### src/hw/rtl/ils_pkg.sv
// shared types and codes for the indexed list store
package ils_pkg;

    // cell position and count fields (POS_W) are sized for depths up to 256
    localparam int POS_W = 9;
    localparam int IDX_W = 5;
    localparam int VAL_W = 32;
    localparam int CNT_OUT_W = 5;

    typedef enum logic [2:0] {
        OP_PUSH    = 3'd0,
        OP_POP     = 3'd1,
        OP_PEEK    = 3'd2,
        OP_INSERT  = 3'd3,
        OP_EXTRACT = 3'd4,
        OP_GET     = 3'd5
    } op_t;

    typedef enum logic [1:0] {
        ST_OK     = 2'd0,
        ST_FULL   = 2'd1,
        ST_EMPTY  = 2'd2,
        ST_BADIDX = 2'd3
    } status_t;

    typedef struct packed {
        op_t              op;
        logic [IDX_W-1:0] index;
        logic [VAL_W-1:0] value;
    } req_t;

    typedef struct packed {
        logic [VAL_W-1:0]     read_value;
        status_t              status;
        logic [CNT_OUT_W-1:0] count_after;
    } rsp_t;

    // broadcast from the controller to every cell
    typedef struct packed {
        logic             go;
        logic             ins;
        logic             ext;
        logic             rd_en;
        logic [POS_W-1:0] wr_pos;
        logic [POS_W-1:0] rd_pos;
        logic [POS_W-1:0] cnt;
    } cell_cmd_t;

endpackage

### src/hw/rtl/ils_cell.sv
// one list entry with its shift and read tap logic
module ils_cell
    import ils_pkg::*;
#(
    parameter int POS        = 0,
    parameter int DATA_WIDTH = 32
) (
    input  logic                  clk,
    input  cell_cmd_t             cmd,
    input  logic [DATA_WIDTH-1:0] wr_data,
    input  logic [DATA_WIDTH-1:0] left_data,
    input  logic [DATA_WIDTH-1:0] right_data,
    output logic [DATA_WIDTH-1:0] data,
    output logic [DATA_WIDTH-1:0] tap
);

    localparam logic [POS_W-1:0] MY_POS  = POS_W'(POS);
    localparam logic [POS_W-1:0] MY_NEXT = POS_W'(POS + 1);

    logic [DATA_WIDTH-1:0] data_reg;
    logic [DATA_WIDTH-1:0] data_next;
    logic [DATA_WIDTH-1:0] tap_reg;
    logic [DATA_WIDTH-1:0] tap_next;

    always_comb
    begin
        data_next = data_reg;
        if (cmd.ins)
        begin
            if (MY_POS == cmd.wr_pos)
            begin
                data_next = wr_data;
            end
            else if (MY_POS > cmd.wr_pos && MY_POS <= cmd.cnt)
            begin
                data_next = left_data;
            end
        end
        else if (cmd.ext)
        begin
            if (MY_POS >= cmd.wr_pos && MY_NEXT < cmd.cnt)
            begin
                data_next = right_data;
            end
        end
        tap_next = (cmd.rd_en && cmd.rd_pos == MY_POS) ? data_reg : '0;
    end

    always_ff @(posedge clk)
    begin
        if (cmd.go)
        begin
            data_reg <= data_next;
            tap_reg  <= tap_next;
        end
    end

    assign data = data_reg;
    assign tap  = tap_reg;

endmodule

### src/hw/rtl/ils_ctrl.sv
// request decode, count register and response status
module ils_ctrl
    import ils_pkg::*;
#(
    parameter int DEPTH = 16
) (
    input  logic                 clk,
    input  logic                 rst_n,
    input  logic                 go,
    input  req_t                 req,
    output cell_cmd_t            cmd,
    output status_t              status,
    output logic [CNT_OUT_W-1:0] count_after
);

    localparam int CW = $clog2(DEPTH + 1);
    localparam logic [POS_W-1:0] FULL_CNT = POS_W'(DEPTH);

    logic [CW-1:0]    count_reg;
    logic [CW-1:0]    count_next;
    status_t          status_reg;
    status_t          status_next;
    logic [POS_W-1:0] cnt;
    logic [POS_W-1:0] idx;
    logic [POS_W-1:0] cnt_new;

    always_comb
    begin
        cnt         = POS_W'(count_reg);
        idx         = POS_W'(req.index);
        cnt_new     = cnt;
        status_next = ST_OK;
        cmd         = '0;
        cmd.go      = go;
        cmd.cnt     = cnt;
        cmd.wr_pos  = idx;
        cmd.rd_pos  = idx;
        case (req.op)
            OP_PUSH:
            begin
                if (cnt == FULL_CNT)
                begin
                    status_next = ST_FULL;
                end
                else
                begin
                    // push is an insert at the tail
                    cmd.ins    = 1'b1;
                    cmd.wr_pos = cnt;
                    cnt_new    = cnt + 1'b1;
                end
            end
            OP_POP, OP_PEEK:
            begin
                if (cnt == '0)
                begin
                    status_next = ST_EMPTY;
                end
                else
                begin
                    cmd.rd_en  = 1'b1;
                    cmd.rd_pos = cnt - 1'b1;
                    if (req.op == OP_POP)
                    begin
                        cnt_new = cnt - 1'b1;
                    end
                end
            end
            OP_INSERT:
            begin
                if (cnt == FULL_CNT)
                begin
                    status_next = ST_FULL;
                end
                else if (idx > cnt)
                begin
                    status_next = ST_BADIDX;
                end
                else
                begin
                    cmd.ins = 1'b1;
                    cnt_new = cnt + 1'b1;
                end
            end
            OP_EXTRACT:
            begin
                if (cnt == '0)
                begin
                    status_next = ST_EMPTY;
                end
                else if (idx >= cnt)
                begin
                    status_next = ST_BADIDX;
                end
                else
                begin
                    cmd.ext   = 1'b1;
                    cmd.rd_en = 1'b1;
                    cnt_new   = cnt - 1'b1;
                end
            end
            OP_GET:
            begin
                if (idx >= cnt)
                begin
                    status_next = ST_BADIDX;
                end
                else
                begin
                    cmd.rd_en = 1'b1;
                end
            end
            default:
            begin
                status_next = ST_OK;
            end
        endcase
        count_next = cnt_new[CW-1:0];
    end

    always_ff @(posedge clk or negedge rst_n)
    begin
        if (!rst_n)
        begin
            count_reg  <= '0;
            status_reg <= ST_OK;
        end
        else if (go)
        begin
            count_reg  <= count_next;
            status_reg <= status_next;
        end
    end

    logic [POS_W-1:0] count_wide;
    assign count_wide  = POS_W'(count_reg);
    assign count_after = count_wide[CNT_OUT_W-1:0];
    assign status      = status_reg;

endmodule

### src/hw/rtl/indexed_list_store_core.sv
// top level of the indexed list store: controller plus a chain of entry cells
// An ordered list of up to DEPTH words, stored one word per cell in a row of
// cells where each cell can take its left or right neighbor's word. A request
// transaction pushes, pops, peeks, inserts, extracts or reads at an index; an
// insert moves every entry at or above the index up one cell and an extract
// moves every entry above it down one cell, all cells in the same clock. Each
// request returns exactly one response transaction with the word read (zero
// when nothing is read), a status (ok, full, empty, bad index) and the count
// after the request. At the accepting edge the cells shift and each cell
// registers its own word into a read tap if it is the addressed entry, and at
// the next edge the taps are combined into the response register. One request
// is in flight at a time, so the block takes no new request until the last
// one's response is registered; a waiting response holds off new requests
// until it is taken. Entries need no clearing after reset, since only entries
// below the count are ever read.
module indexed_list_store_core
    import ils_pkg::*;
#(
    parameter int DEPTH      = 16,
    parameter int DATA_WIDTH = 32
) (
    input  logic clk,
    input  logic rst_n,
    input  logic req_valid,
    output logic req_ready,
    input  req_t req,
    output logic rsp_valid,
    input  logic rsp_ready,
    output rsp_t rsp
);

    cell_cmd_t             cmd;
    status_t               status;
    logic [CNT_OUT_W-1:0]  count_after;
    logic                  accept;
    logic                  pend_reg;
    logic                  rsp_valid_reg;
    rsp_t                  rsp_reg;
    logic [63:0]           value_wide;
    logic [DATA_WIDTH-1:0] wr_data;
    logic [DATA_WIDTH-1:0] cell_data [DEPTH];
    logic [DATA_WIDTH-1:0] cell_tap  [DEPTH];
    logic [DATA_WIDTH-1:0] rd_or;
    logic [63:0]           rd_wide;

    // no new request while one is in flight or a response is stuck
    assign req_ready = !pend_reg && (!rsp_valid_reg || rsp_ready);
    assign accept    = req_valid && req_ready;

    assign value_wide = 64'(req.value);
    assign wr_data    = value_wide[DATA_WIDTH-1:0];

    ils_ctrl #(
        .DEPTH (DEPTH)
    ) u_ctrl (
        .clk         (clk),
        .rst_n       (rst_n),
        .go          (accept),
        .req         (req),
        .cmd         (cmd),
        .status      (status),
        .count_after (count_after)
    );

    // chain of cells; the ends see zero from the missing neighbor
    for (genvar k = 0; k < DEPTH; k++)
    begin : g_cell
        logic [DATA_WIDTH-1:0] left_data;
        logic [DATA_WIDTH-1:0] right_data;

        if (k == 0)
        begin : g_first
            assign left_data = '0;
        end
        else
        begin : g_left
            assign left_data = cell_data[k-1];
        end

        if (k == DEPTH - 1)
        begin : g_last
            assign right_data = '0;
        end
        else
        begin : g_right
            assign right_data = cell_data[k+1];
        end

        ils_cell #(
            .POS        (k),
            .DATA_WIDTH (DATA_WIDTH)
        ) u_cell (
            .clk        (clk),
            .cmd        (cmd),
            .wr_data    (wr_data),
            .left_data  (left_data),
            .right_data (right_data),
            .data       (cell_data[k]),
            .tap        (cell_tap[k])
        );
    end

    // at most one tap is nonzero, so an or combines them
    always_comb
    begin
        rd_or = '0;
        for (int k = 0; k < DEPTH; k++)
        begin
            rd_or = rd_or | cell_tap[k];
        end
    end

    assign rd_wide = 64'(rd_or);

    always_ff @(posedge clk or negedge rst_n)
    begin
        if (!rst_n)
        begin
            pend_reg      <= 1'b0;
            rsp_valid_reg <= 1'b0;
        end
        else
        begin
            pend_reg <= accept;
            if (pend_reg)
            begin
                rsp_valid_reg <= 1'b1;
            end
            else if (rsp_ready)
            begin
                rsp_valid_reg <= 1'b0;
            end
        end
    end

    // response payload register, loaded once the taps hold the read word
    always_ff @(posedge clk)
    begin
        if (pend_reg)
        begin
            rsp_reg.read_value  <= rd_wide[VAL_W-1:0];
            rsp_reg.status      <= status;
            rsp_reg.count_after <= count_after;
        end
    end

    assign rsp_valid = rsp_valid_reg;
    assign rsp       = rsp_reg;

endmodule
### config.mk
export PLATFORM = sky130hd
export DESIGN_NAME = indexed_list_store_core
export DESIGN_NICKNAME = d
export VERILOG_FILES = /design/src/hw/rtl/ils_pkg.sv /design/src/hw/rtl/ils_cell.sv /design/src/hw/rtl/ils_ctrl.sv /design/src/hw/rtl/indexed_list_store_core.sv
export SDC_FILE = /design/constraint.sdc
export NUM_CORES = 2
export LEC_CHECK = 0
export BUFFER_PORTS_ARGS = -buffer_cell sky130_fd_sc_hd__buf_4
export CAP_MARGIN = 15
export CORE_AREA = 2 2 352 354
export DETAILED_ROUTE_END_ITERATION = 8
export DIE_AREA = 0 0 354 356
export PLACE_DENSITY_LB_ADDON = 0.08
export SYNTH_ARGS = -nofsm -noshare
export SYNTH_HDL_FRONTEND = slang
export SYNTH_SLANG_ARGS = --single-unit
### constraint.sdc
create_clock -name clk -period 55.8 [get_ports clk]
set_clock_uncertainty 0.05 [all_clocks]
set_input_delay 11.16 -clock clk [delete_from_list [all_inputs] [get_ports clk]]
set_output_delay 11.16 -clock clk [all_outputs]
set_load 0.005 [all_outputs]
==> flow_metrics.tcl <==
set metrics [dict create \
    outcome "finished clean" \
    cts-hold-fix-buffers 0 \
    port_buffers 84 \
    ctsResizeCount 0 \
    cts-buffers-inserted 119 \
    end_kind "primary output" \
    netlist_instances 3863 \
    wire_per_inst_um 28.3 \
    fin_crit_sh_pct 41.0 \
    synth_edf_count 1063 \
    timing.setup.tns_ps 0 \
    cts_setup_buffers 0 \
    place_inst 5366 \
    track_usage_pct 24.9 \
    dieHeight_um 356 \
    die_x_um 354 \
    clockBufferDepth 3 \
    dieArea_um2 126000 \
    num_vias 31780 \
    cts_sinks 1072 \
    fin_cells 5583 \
    grt_pass1_wl_mm 227 \
    critical_path_class "input pin to primary output" \
    drt_iter0_drc 3088 \
    cp-start-kind "input pin" \
    postRouteAntennaNets 0 \
    core_um2 123000 \
    clock_latency_ps 710 \
    pre_cts_ws_ps 32950 \
    ys_warn_count 0 \
    post-route-drc-count 0 \
    final_nets 3904 \
    drv_cap 0 \
    synth_area_um2 48500 \
    power_mw 1.92 \
    finalHoldViolations 0 \
    root_buffer "clkbuf_16" \
    yosysSeqAreaShare_pct 66.3 \
    cp_common_cell "buf_4" \
    ys_async_sr_fraction_pct 0.840 \
    layout_setup_ws_ps 32940 \
    grt_pass1_vias 31269 \
    rsz0062_at_grt "false" \
    multi_input_area_um2 15000 \
    ff_latch_area_um2 32100 \
    syn_to_final_growth_pct 11.8 \
    ir_drop_mv 0.0261 \
    cts.htree.levels 3 \
    yosysUniqueCellTypes 81 \
    synth_fp_nets 3917 \
    max_freq_mhz 43.7 \
    pin_count 85 \
    path_max_fanout 3 \
    worst_path_max_delay_cell "nor2b_1" \
    dpl.hpwl_mm 81.7 \
    syn_avg_cell_area_um2 12.6 \
    overflow 0 \
    start_util_pct 39.6 \
    slowest_delay_ps 150 \
    crit_required_ps 44590 \
    gp_congestion 0.762 \
    routed_via_density 5.69 \
    n_fill_cell 11458 \
    rows 129 \
    p_per_area_nw_per_um2 35.5 \
    antenna_found_initial 13 \
    cts_tree "yes" \
    slew_violations 0 \
    fin_crit_ps 22860 \
    slew_headroom_pct 23.5 \
    path_clk_slew_ps 60 \
    leakagePower_nw 18.0 \
    crit_chain "buf_4 > nor2b_1 > nor2_1 > buf_4" \
    drt-total-wl_mm 158 \
    hold_class "register to register" \
    drive_gt1_share_pct 10.3 \
    drt-pass1-iter-count 6 \
    grt_max_degree 220 \
    synth_top_flop_cell "edfxtp_1" \
    setup_viol 0 \
    arrival_ps 11650 \
    ys_ff_latch 1072 \
    tightest_slew_ps 1150 \
]
==> final cells by class <==
cell class | count | area share (%)
Antenna cell | 2 | 0.00923
Clock buffer | 157 | 5.89
Clock inverter | 58 | 0.729
Inverter | 51 | 0.367
Multi-Input combinational cell | 2443 | 27.6
Sequential cell | 1072 | 59.3
Tap cell | 1637 | 3.78
Timing Repair Buffer | 163 | 2.32
==> final timing paths <==
kind | slack, ps | cells after the start | startpoint | endpoint
hold / removal | 400 | 0 | u_ctrl.status[1] | rsp[6]
setup reg to reg | 50010 | 10 | u_ctrl.count_after[4] | g_cell[6].u_cell.data[15]
max in group asynchronous | 45310 | 1 | rst_n | pend_reg
hold reg to reg | 400 | 0 | u_ctrl.status[1] | rsp[6]
setup / recovery | 32940 | 4 | rsp_ready | req_ready
min in group asynchronous | 10240 | 1 | rst_n | rsp_valid
==> report_power, final <==
part	leakage, nW	total (mW)	internal, mW	switching, mW
registers	10.0	0.951	0.934	0.0164
logic	6.19	0.234	0.0634	0.171
clock network	1.76	0.740	0.413	0.327
==> worst max-delay path: cells and delay by family <==
family | cells | cell delay, ps
and+or+nand+nor | 2 | 240
buffers and inverters | 2 | 250
==> stage by stage <==
stage | utilization, % | hold slack, ps | area, um2
floorplan | - | 370 | 48500
global placement | 41.3 | 385 | 50700
detailed placement | 41.3 | 387 | 50700
CTS | 44.2 | 401 | 54200
global route | 44.2 | 414 | 54200
finish | 44.2 | 398 | 54300
==> logic make-up after synthesis <==
| group | count (synthesis) | share of synthesized area, % |
|---|---|---|
| buffers and inverters | 348 | 3.55 |
| and+or+nand+nor | 1598 | 17.1 |
| AOI/OAI and AO/OA | 633 | 8.68 |
| xor gates and xnor gates | 7 | 0.142 |
| adders and majority gates | 10 | 0.258 |
| muxes | 195 | 4.02 |
| DFF | 1072 | 66.3 |
==> cell usage after synthesis, types with 31 or more instances <==
cell | number | area (um2)
buf_6 | 31 | 349
o221ai_1 | 32 | 280
inv_1 | 46 | 173
o21ai_0 | 88 | 440
nand4_1 | 32 | 200
mux2i_1 | 195 | 1950
nor4_1 | 130 | 813
a21oi_1 | 52 | 260
and2_1 | 482 | 3020
o21ai_1 | 165 | 826
nand2_1 | 573 | 2150
buf_2 | 118 | 591
nand3_1 | 266 | 1330
edfxtp_1 | 1063 | 31900
clkbuf_1 | 129 | 484
nor3_1 | 39 | 195
o211ai_1 | 227 | 1700
==> placed cells by master, fill, tap and decap left out, types with 6 or more instances in the layout <==
cell type	n
edfxtp_1	1063
nand2_1	569
and2_1	482
nand3_1	260
o211ai_1	227
mux2i_1	195
o21ai_1	165
buf_4	160
nor4_1	129
clkbuf_16	121
o21ai_0	88
a21oi_1	51
inv_1	45
nor3_1	36
clkbuf_1	33
o221ai_1	32
nand4_1	32
clkinv_1	27
clkinv_2	22
nor2_1	18
nor2_4	15
ha_1	10
nor3_2	8
dfrtp_1	8
a211oi_4	7
o21ai_4	6
nor3b_1	6
==> per-layer routing <==
metal | up-vias | GRT usage (%) | share of wire, %
met1 | 16208 | 33.8 | 43
li1 | 14360 | - | -
met5 | - | 0 | 0.030
met4 | 6 | 6.23 | 2.1
met3 | 196 | 2.92 | 5.6
met2 | 1010 | 42.8 | 49
Power figures use the tool's default switching activity.
